$ cat config.mk
export PLATFORM = sky130hd
export DESIGN_NAME = esc_ctrl
export DESIGN_NICKNAME = d
export VERILOG_FILES = /design/src/rtl/core/esc_pkg.sv /design/src/rtl/core/esc_ctrl.sv
export SDC_FILE = /design/constraint.sdc
export NUM_CORES = 1
export LEC_CHECK = 0
export BUFFER_PORTS_ARGS = -buffer_cell sky130_fd_sc_hd__buf_2
export CAP_MARGIN = 20
export CORE_MARGIN = 5
export CORE_UTILIZATION = 40
export DETAILED_ROUTE_END_ITERATION = 16
export SYNTH_ARGS = -nofsm -noshare
export SYNTH_HDL_FRONTEND = slang
export SYNTH_SLANG_ARGS = --single-unit
export TNS_END_PERCENT = 100
$ cat constraint.sdc
create_clock -name clk -period 3.55 [get_ports clk]
set_input_delay 1.065 -clock clk [delete_from_list [all_inputs] [get_ports clk]]
set_output_delay 1.065 -clock clk [all_outputs]
set_load 0.005 [all_outputs]
$ cat src/rtl/core/esc_pkg.sv
`default_nettype none
package esc_pkg;

  localparam int CfgIdxW = 3;
  localparam int CfgDataW = 48;

  typedef enum logic [CfgIdxW-1:0] {
    REG_TEMP = 3'd0,
    REG_PA   = 3'd1,
    REG_PB   = 3'd2,
    REG_PC   = 3'd3,
    REG_HA   = 3'd4,
    REG_HB   = 3'd5
  } reg_idx_t;

  typedef enum logic [1:0] {
    FUNC_TEMP  = 2'd0,
    FUNC_PRESS = 2'd1,
    FUNC_HUM   = 2'd2,
    FUNC_NONE  = 2'd3
  } func_t;

  // multiplier operand select
  typedef enum logic [4:0] {
    MOP_IDLE,
    // temperature
    MOP_T_A,    // (adc>>3 - t1<<1) * t2
    MOP_T_B,    // d*d
    MOP_T_C,    // (dd>>12)*t3
    // pressure
    MOP_P_VV,   // v1*v1
    MOP_P_VVP6, // vv*p6
    MOP_P_VP5,  // v1*p5
    MOP_P_VVP3, // vv*p3
    MOP_P_VP2,  // v1*p2
    MOP_P_P1,   // (2^47+v1)*p1
    MOP_P_NUM,  // (..)*3125
    MOP_P_P9A,  // p9*(p>>13)
    MOP_P_P9B,  // * (p>>13)
    MOP_P_P8,   // p8*p
    // humidity
    MOP_H_H5,   // h5*v
    MOP_H_H6,   // v*h6
    MOP_H_H3,   // v*h3
    MOP_H_B,    // x*y
    MOP_H_H2,   // (..)*h2
    MOP_H_AB,   // a*b
    MOP_H_SS,   // s*s
    MOP_H_H1    // (..)*h1
  } mop_t;

  typedef struct packed {
    mop_t mop;         // multiply step to run (result lands in work regs)
    logic div_start;   // start 64-bit divide
  } dp_cmd_t;

  typedef struct packed {
    logic div_busy;
    logic div_zero;    // pressure divisor is zero
  } dp_stat_t;

  function automatic logic [63:0] asr64(input logic [63:0] x, input int n);
    asr64 = 64'($signed(x) >>> n);
  endfunction

  function automatic logic [31:0] asr32(input logic [31:0] x, input int n);
    asr32 = 32'($signed(x) >>> n);
  endfunction

endpackage
`default_nettype wire

$ cat src/rtl/core/esc_ctrl.sv
`default_nettype none
module esc_ctrl (
  input  wire logic              clk,
  input  wire logic              rst,
  input  wire logic              in_valid,
  input  wire logic [1:0]        func_in,
  output logic                   in_ready,
  output logic                   load,
  output esc_pkg::dp_cmd_t       cmd,
  input  wire esc_pkg::dp_stat_t stat,
  input  wire logic              mul_done,
  output logic                   out_valid,
  input  wire logic              out_ready,
  output logic                   capture
);
  typedef enum logic [1:0] { S_IDLE, S_RUN, S_DIV, S_FIN } state_t;
  state_t state;
  logic [4:0] pc;
  logic [1:0] func;
  logic       waiting;
  logic       skip_div;

  localparam int TLen = 3;
  localparam int PLen1 = 6;
  localparam int PLen2 = 4;
  localparam int HLen = 8;

  esc_pkg::mop_t seq_op;
  always_comb begin
    seq_op = esc_pkg::MOP_IDLE;
    case (func)
      esc_pkg::FUNC_TEMP: begin
        case (pc)
          5'd0: seq_op = esc_pkg::MOP_T_A;
          5'd1: seq_op = esc_pkg::MOP_T_B;
          5'd2: seq_op = esc_pkg::MOP_T_C;
          default: ;
        endcase
      end
      esc_pkg::FUNC_PRESS: begin
        case (pc)
          5'd0: seq_op = esc_pkg::MOP_P_VV;
          5'd1: seq_op = esc_pkg::MOP_P_VVP6;
          5'd2: seq_op = esc_pkg::MOP_P_VP5;
          5'd3: seq_op = esc_pkg::MOP_P_VVP3;
          5'd4: seq_op = esc_pkg::MOP_P_VP2;
          5'd5: seq_op = esc_pkg::MOP_P_P1;
          5'd6: seq_op = esc_pkg::MOP_P_NUM;
          5'd7: seq_op = esc_pkg::MOP_P_P9A;
          5'd8: seq_op = esc_pkg::MOP_P_P9B;
          5'd9: seq_op = esc_pkg::MOP_P_P8;
          default: ;
        endcase
      end
      esc_pkg::FUNC_HUM: begin
        case (pc)
          5'd0: seq_op = esc_pkg::MOP_H_H5;
          5'd1: seq_op = esc_pkg::MOP_H_H6;
          5'd2: seq_op = esc_pkg::MOP_H_H3;
          5'd3: seq_op = esc_pkg::MOP_H_B;
          5'd4: seq_op = esc_pkg::MOP_H_H2;
          5'd5: seq_op = esc_pkg::MOP_H_AB;
          5'd6: seq_op = esc_pkg::MOP_H_SS;
          5'd7: seq_op = esc_pkg::MOP_H_H1;
          default: ;
        endcase
      end
      default: ;
    endcase
  end

  logic [4:0] last;
  always_comb begin
    case (func)
      esc_pkg::FUNC_TEMP:  last = 5'(TLen);
      esc_pkg::FUNC_PRESS: last = 5'(PLen1 + PLen2);
      esc_pkg::FUNC_HUM:   last = 5'(HLen);
      default:             last = 5'd0;
    endcase
  end

  // divisor known after the first pressure phase; zero ends the request early
  assign skip_div = (func == esc_pkg::FUNC_PRESS) && (pc == 5'(PLen1)) && stat.div_zero;

  assign in_ready = (state == S_IDLE) && !out_valid && !rst;
  assign load = in_valid && in_ready;
  assign capture = (state == S_FIN);

  always_comb begin
    cmd = '0;
    cmd.mop = (state == S_RUN && !waiting && pc != last && !skip_div) ?
              seq_op : esc_pkg::MOP_IDLE;
    cmd.div_start = (state == S_DIV) && !waiting;
  end

  always_ff @(posedge clk) begin
    if (rst) begin
      state <= S_IDLE;
      out_valid <= 1'b0;
      pc <= 5'd0;
      waiting <= 1'b0;
      func <= 2'd0;
    end else begin
      if (out_valid && out_ready) out_valid <= 1'b0;
      case (state)
        S_IDLE: if (load) begin
          func <= func_in;
          pc <= 5'd0;
          waiting <= 1'b0;
          state <= S_RUN;
        end
        S_RUN: begin
          if (pc == last || (skip_div && !waiting)) state <= S_FIN;
          else if (!waiting) waiting <= 1'b1;
          else if (mul_done) begin
            waiting <= 1'b0;
            pc <= pc + 5'd1;
            if (func == esc_pkg::FUNC_PRESS && pc == 5'(PLen1)) state <= S_DIV;
          end
        end
        S_DIV: begin
          if (!waiting) waiting <= 1'b1;
          else if (!stat.div_busy) begin
            waiting <= 1'b0;
            state <= S_RUN;
          end
        end
        S_FIN: begin
          out_valid <= 1'b1;
          state <= S_IDLE;
        end
        default: state <= S_IDLE;
      endcase
    end
  end

  a_no_accept_busy: assert property (@(posedge clk) disable iff (rst)
    (state != S_IDLE) |-> !in_ready) else $error("accept while busy");
  a_fin_valid: assert property (@(posedge clk) disable iff (rst)
    (state == S_FIN) |=> out_valid) else $error("result not presented");
  a_load_run: assert property (@(posedge clk) disable iff (rst)
    load |=> (state == S_RUN)) else $error("load did not start");
endmodule
`default_nettype wire

* After elaboration in Yosys (flattened, before gate mapping)
Index checks and enable logic that the tools add are counted.
** Storage, ports and cells
- Word-level logic and storage cells :: 85
- Register bits after elaboration :: 11
- Output and inout bits :: 10
** Cells by class
- Mux-type cells :: 28
- Equality and inequality tests :: 25
- Reduce and logical (&&, ||, !) cells :: 26
- $add $sub $neg :: 1
** Operators with widths (count)
- one-hot mux 4 bit (10 select lines) :: 1
- one-hot mux 5 bit (8 select lines) :: 1
- two-way mux 5 bit :: 5
- == test 5 x 3 -> 1 bit, second input constant :: 4
- one-hot mux 5 bit (3 select lines) :: 1
- two-way mux 2 bit :: 7
- != test 2 bit, second input constant :: 6
- one-hot mux 4 bit (3 select lines) :: 1
- logical AND 1 bit :: 11
- == test 5 x 2 -> 1 bit, second input constant :: 2
- == test 5 x 4 -> 1 bit, second input constant :: 2
- one-hot mux 5 bit (2 select lines) :: 1
- two-way mux 1 bit :: 8
- one-hot mux 2 bit (4 select lines) :: 1
- == test 2 bit, second input constant :: 3
- != test 3 x 2 -> 1 bit, second input constant :: 2
- one-hot mux 2 bit (3 select lines) :: 1
- AND reduction 6 bit :: 1
- adder 5 x 1 -> 5 bit, second input constant :: 1
- == test 5 x 1 -> 1 bit, second input constant :: 1
- == test 5 bit :: 1
- zero test 5 bit :: 1
- != test 5 bit :: 1
- AND reduction 5 bit :: 1
- 10 further kinds :: 16

* Longest topological paths before layout
- Depth after elaboration :: 7
- Depth in mapped cells :: 8
- Mapped depth without buffers :: 7

* Least setup slack after synthesis
Ideal clock, no wire load.
- Path kind :: input port to output port
- Start :: input stat[0] (netlist name)
- End :: output cmd[2] (netlist name)
- Stages :: 5
- Data arrival time :: 2.095 ns
- Data required time :: 2.485 ns
- Slack :: 0.390 ns
- Buffers on the path :: 0
- Cell sequence :: nand2_1 > nor3_1 > or3_1 > or3_4 > a311oi_2
** RTL lines
- from (decl) :: line esc_ctrl.sv:10 : input wire esc_pkg::dp_stat_t stat,
- to (decl) :: line esc_ctrl.sv:9 : output esc_pkg::dp_cmd_t cmd,

==> results <==
- The flow ran to the end, and the final reports show no timing, DRC or antenna violations.
- After floorplanning, the core was sized to cover approximately 2500 sq um.
- Of all nets on the critical path, the largest fanout is 5.
- The worst relative slew slack is 0.696.
- Counting the fill cells in the layout gives approximately 250.
- The largest net degree at the start of global routing is 15.
- The slew at the pin with the worst max-slew slack is about 450 ps.
- The worst-case register-to-register setup slack is about 1400 ps.
- The minimum clock period is 3480 ps.
- The floorplan has 18 rows.
- The cell repeated most along the worst path is sky130_fd_sc_hd__or3_4.
- The die is 61.1 microns tall.
- After detailed routing, the number of vias per cell comes to ~5.5.
- The terminating pin of the worst hold path is state[0]$_SDFFE_PP0P_.
- In this run, the number of DRC markers left after iteration 0 of detailed routing was 79.
- Across every metal layer, demand over resource in global routing totals 0.145.
- The count of input and output buffers is 18.
- The startpoint identified for the worst register-to-register timing path is state[1]$_SDFFE_PP0P_.
- The largest single stage delay on the critical path is 400 ps.
- The number of detailed-routing iterations run before antenna repair is 4.
- For this design, the CTS-stage hold fixing added 0 buffers.
- The ratio of cells with drive above 1 in the final layout is 0.267.
- The clock latency on the worst-skew pair is roughly 280 ps.
- TritonCTS built the clock tree.
- Derived from the worst setup path, the maximum achievable clock frequency is approximately 290 MHz.
- The final wirelength is roughly 2500 microns.
- The effective utilization at floorplan is 0.418.
- The via count of the first global-routing pass is approximately 940.
- In the synthesized netlist, the number of instances is between 100 and 150.
- The total overflow left after global routing is 0.
- The worst setup path is captured at an output port.
- Dividing total power by cell area gives a power density of ~420 nW/um^2.
- After legalization and detailed placement, the total HPWL measured around 2000 microns.
- The final worst-path cycle share is 0.981.
- Setup violations remaining at the end of the flow were counted as 0.
- The cell with the largest stage delay on the worst path is sky130_fd_sc_hd__or3_4.
- The worst hold path was traced through 2 stages.
- The congestion estimate from routability-driven global placement came to approximately 0.85.
- The number of failing hold endpoints at the final stage came to 0.
- The async set-or-reset flop fraction in the synthesized netlist is 0.
- In this run the worst hold path is classified as reg2reg.
- The worst slack at placement is approximately 100 ps.
- After routing the design area is between 1000 and 1500 sq um.
- The number of antenna cells inserted is 0.
- Dividing the detail-routed wire length by the instance count gives 13.3 microns.
- For the worst setup path, the data arrival time is 2420 ps.
- The completed layout was analyzed and its total power is between 0.5 and 0.6 mW.
- The layout net count is 183.
- The leakage power summed over all cells is between 0.5 and 0.6 nW.
- Pin placement for this block handled 19 I/O pins.
- The post-synth design cell area is 1050 sq um.
- The register area share after synthesis is 0.211.
- The endpoint of the worst-slack reg-to-reg timing path is pc[4]$_SDFFE_PP0P_.
- The critical path class is reg2out.
- The number of antenna violations at the first check in global routing is 0.
- In this run the deepest clock path goes through 2 buffers.
- The x dimension of the die is slightly above 60 microns.
- Counting flops with a built-in enable in the synthesized netlist gives 0.
- The number of nets with antenna violations after routing is 0.
- The tool flagged a number of max-cap violations equal to 0.
- After detailed placement, the total cell area comes to around 1200 sq um.
- Averaged over all synthesized cells, the footprint is approximately 7.5 sq um.
- The worst voltage drop across the vdd grid is 226 uV.
- Measured in cells, the most critical reg-to-reg path has a length of 8.
- The CTS buffer count is 3.
- The layout overhead on the synthesized area is 23.9%.
- The count of state elements after synthesis is 11.
- The number of nets in the synthesized netlist is 160.
- The final max-slew violation count is 0.
- The minimum setup slack in the final design is ~66 ps.
- The master cell of the clock root buffer is sky130_fd_sc_hd__clkbuf_4.
- The launch instance of the worst min-delay path is state[0]$_SDFFE_PP0P_.
- The required time at the endpoint of the critical path is between 2000 and 2500 ps.
- In the synthesized netlist the dominant register cell turns out to be sky130_fd_sc_hd__dfxtp_1.
- The final worst clock skew is approximately 10 ps.
- After clock tree synthesis, the clock-pin slew on the worst setup and hold paths is ~80 ps.
- STA classifies the critical path startpoint as a flip-flop.
- The first global-routing pass estimated roughly 4100 microns of wire.
- The area of the die is around 3700 sq um.
- Walking the worst path, the cells encountered are inv_2 > ha_4 > xor2_4 > o41ai_4 > or3_4 > or3_4 > a311oi_2 > buf_2.
- CTS built an H-tree with a depth of 1.
- The remaining routing DRC violations is 0.
- The detailed router placed around 1100 vias in this run.
- The tree built by TritonCTS fans out to 11 sinks.
- The count of unique library cells instantiated by Yosys is 40.
- The number of warnings reported in the yosys synthesis log is 0.
-- worst max path at each step --
stage                                    start  endpoint  cells past startpoint  slack, ps
after detailed placement               stat[0]    cmd[2]                      7        100
after floorplan                        stat[0]    cmd[2]                      5        390
final                     func[1]$_SDFFE_PP0P_    cmd[2]                      8         70
after global placement                 stat[0]    cmd[2]                      7        130
after CTS                 func[1]$_SDFFE_PP0P_    cmd[2]                      8         20
after global routing      func[1]$_SDFFE_PP0P_    cmd[2]                      8         -6
-- synthesized netlist by cell type (2+ instances only) --
library cell	count	share of area
sky130_fd_sc_hd__and2_1	2	0.012
sky130_fd_sc_hd__o41ai_1	2	0.017
sky130_fd_sc_hd__ha_1	12	0.14
sky130_fd_sc_hd__xor2_1	2	0.017
sky130_fd_sc_hd__nor4_1	3	0.018
sky130_fd_sc_hd__o21ai_0	5	0.024
sky130_fd_sc_hd__nand3_1	6	0.029
sky130_fd_sc_hd__nor2b_1	6	0.036
sky130_fd_sc_hd__nand2_1	11	0.039
sky130_fd_sc_hd__o211ai_1	2	0.014
sky130_fd_sc_hd__a22o_1	2	0.017
sky130_fd_sc_hd__a21oi_1	8	0.038
sky130_fd_sc_hd__nand2b_1	6	0.036
sky130_fd_sc_hd__o31ai_1	3	0.022
sky130_fd_sc_hd__o21bai_1	2	0.014
sky130_fd_sc_hd__nor3_1	3	0.014
sky130_fd_sc_hd__or2_1	2	0.012
sky130_fd_sc_hd__nor2_1	12	0.043
sky130_fd_sc_hd__o22ai_1	4	0.024
sky130_fd_sc_hd__dfxtp_1	11	0.21
sky130_fd_sc_hd__clkbuf_1	7	0.025
sky130_fd_sc_hd__inv_1	9	0.032
sky130_fd_sc_hd__o211a_1	2	0.019
-- final cells by class --
class	count	area (sq um)	area share
Tap cell	30	37.5	0.0290
Clock inverter	1	5.00	0.00386
Clock buffer	3	22.5	0.0174
Multi-Input combinational cell	112	828	0.639
Sequential cell	11	226	0.175
Timing Repair Buffer	25	143	0.110
Inverter	9	33.8	0.0261
-- per-stage QoR --
stage / hold slack (ps) / setup TNS, ps / instances / utilization
6_report: 521 / 0 / 191 / 0.519
5_1_grt: 567 / -6.41 / 191 / 0.519
4_1_cts: 523 / 0 / 188 / 0.488
3_5_place_dp: 510 / 0 / 184 / 0.471
3_3_place_gp: 500 / 0 / 184 / 0.471
2_1_floorplan: 469 / 0 / 139 / -
-- metal layers --
metal | vias to the layer above | GRT usage | part of all wire | wire, microns
li1 | 541 | - | - | -
met1 | 477 | 0.176 | 0.44 | 1110
met2 | 27 | 0.249 | 0.50 | 1280
met3 | 5 | 0.0294 | 0.046 | 118
met4 | 0 | 0.0588 | 0.014 | 36
met5 | - | 0 | 0 | 0
-- cells in the final DEF, fill, tap and decap left out, types with 2 or more instances in the layout --
cell                        n
sky130_fd_sc_hd__nand2_1   11
sky130_fd_sc_hd__dfxtp_1    8
sky130_fd_sc_hd__nor2b_1    6
sky130_fd_sc_hd__buf_2     18
sky130_fd_sc_hd__ha_1      11
sky130_fd_sc_hd__o211a_1    2
sky130_fd_sc_hd__inv_2      2
sky130_fd_sc_hd__nor4_1     3
sky130_fd_sc_hd__o22ai_1    4
sky130_fd_sc_hd__clkbuf_4   3
sky130_fd_sc_hd__inv_1      7
sky130_fd_sc_hd__nand3_1    6
sky130_fd_sc_hd__o21bai_1   2
sky130_fd_sc_hd__or3_4      2
sky130_fd_sc_hd__or2_1      2
sky130_fd_sc_hd__nand2b_1   6
sky130_fd_sc_hd__nor2_1    12
sky130_fd_sc_hd__o31ai_1    3
sky130_fd_sc_hd__a21oi_1    8
sky130_fd_sc_hd__nor3_1     3
sky130_fd_sc_hd__and2_1     2
sky130_fd_sc_hd__dfxtp_2    2
sky130_fd_sc_hd__buf_4      7
sky130_fd_sc_hd__a22o_1     2
sky130_fd_sc_hd__o21ai_0    5
sky130_fd_sc_hd__o211ai_1   2
-- sequential cells by signal, indices dropped and copies added (netlist names) --
signal / cells
state: 2
out_valid: 1
func: 2
pc: 5
waiting: 1
-- where the power goes --
group          switching (mW)  total [mW]  internal (mW)
combinational           0.155       0.302          0.148
sequential             0.0164       0.154          0.137
clock                  0.0480      0.0898         0.0418
total                   0.219       0.546          0.327
-- worst max-delay path, delay by kind of cell, from the launching register on --
family	cells	cell delay [ps]
fa+ha+maj	1	280
xor+xnor	1	180
simple gates	2	790
flops	1	360
compound gates	2	330
buf+inv	2	210
-- timing repair --
item                                    CTS  global route
pin swaps                                 1             3
resized for setup                         3            10
setup buffers                             0             3
endpoints found under the setup margin    3             3
-- logic make-up after synthesis --
kind of cell	synth area share
and+or+nand+nor	0.289
DFF	0.211
muxes	0.0203
AOI/OAI and AO/OA	0.254
adders and majority gates	0.144
xor gates and xnor gates	0.0251
buffers and inverters	0.0574
Power figures use the tool's default switching activity.
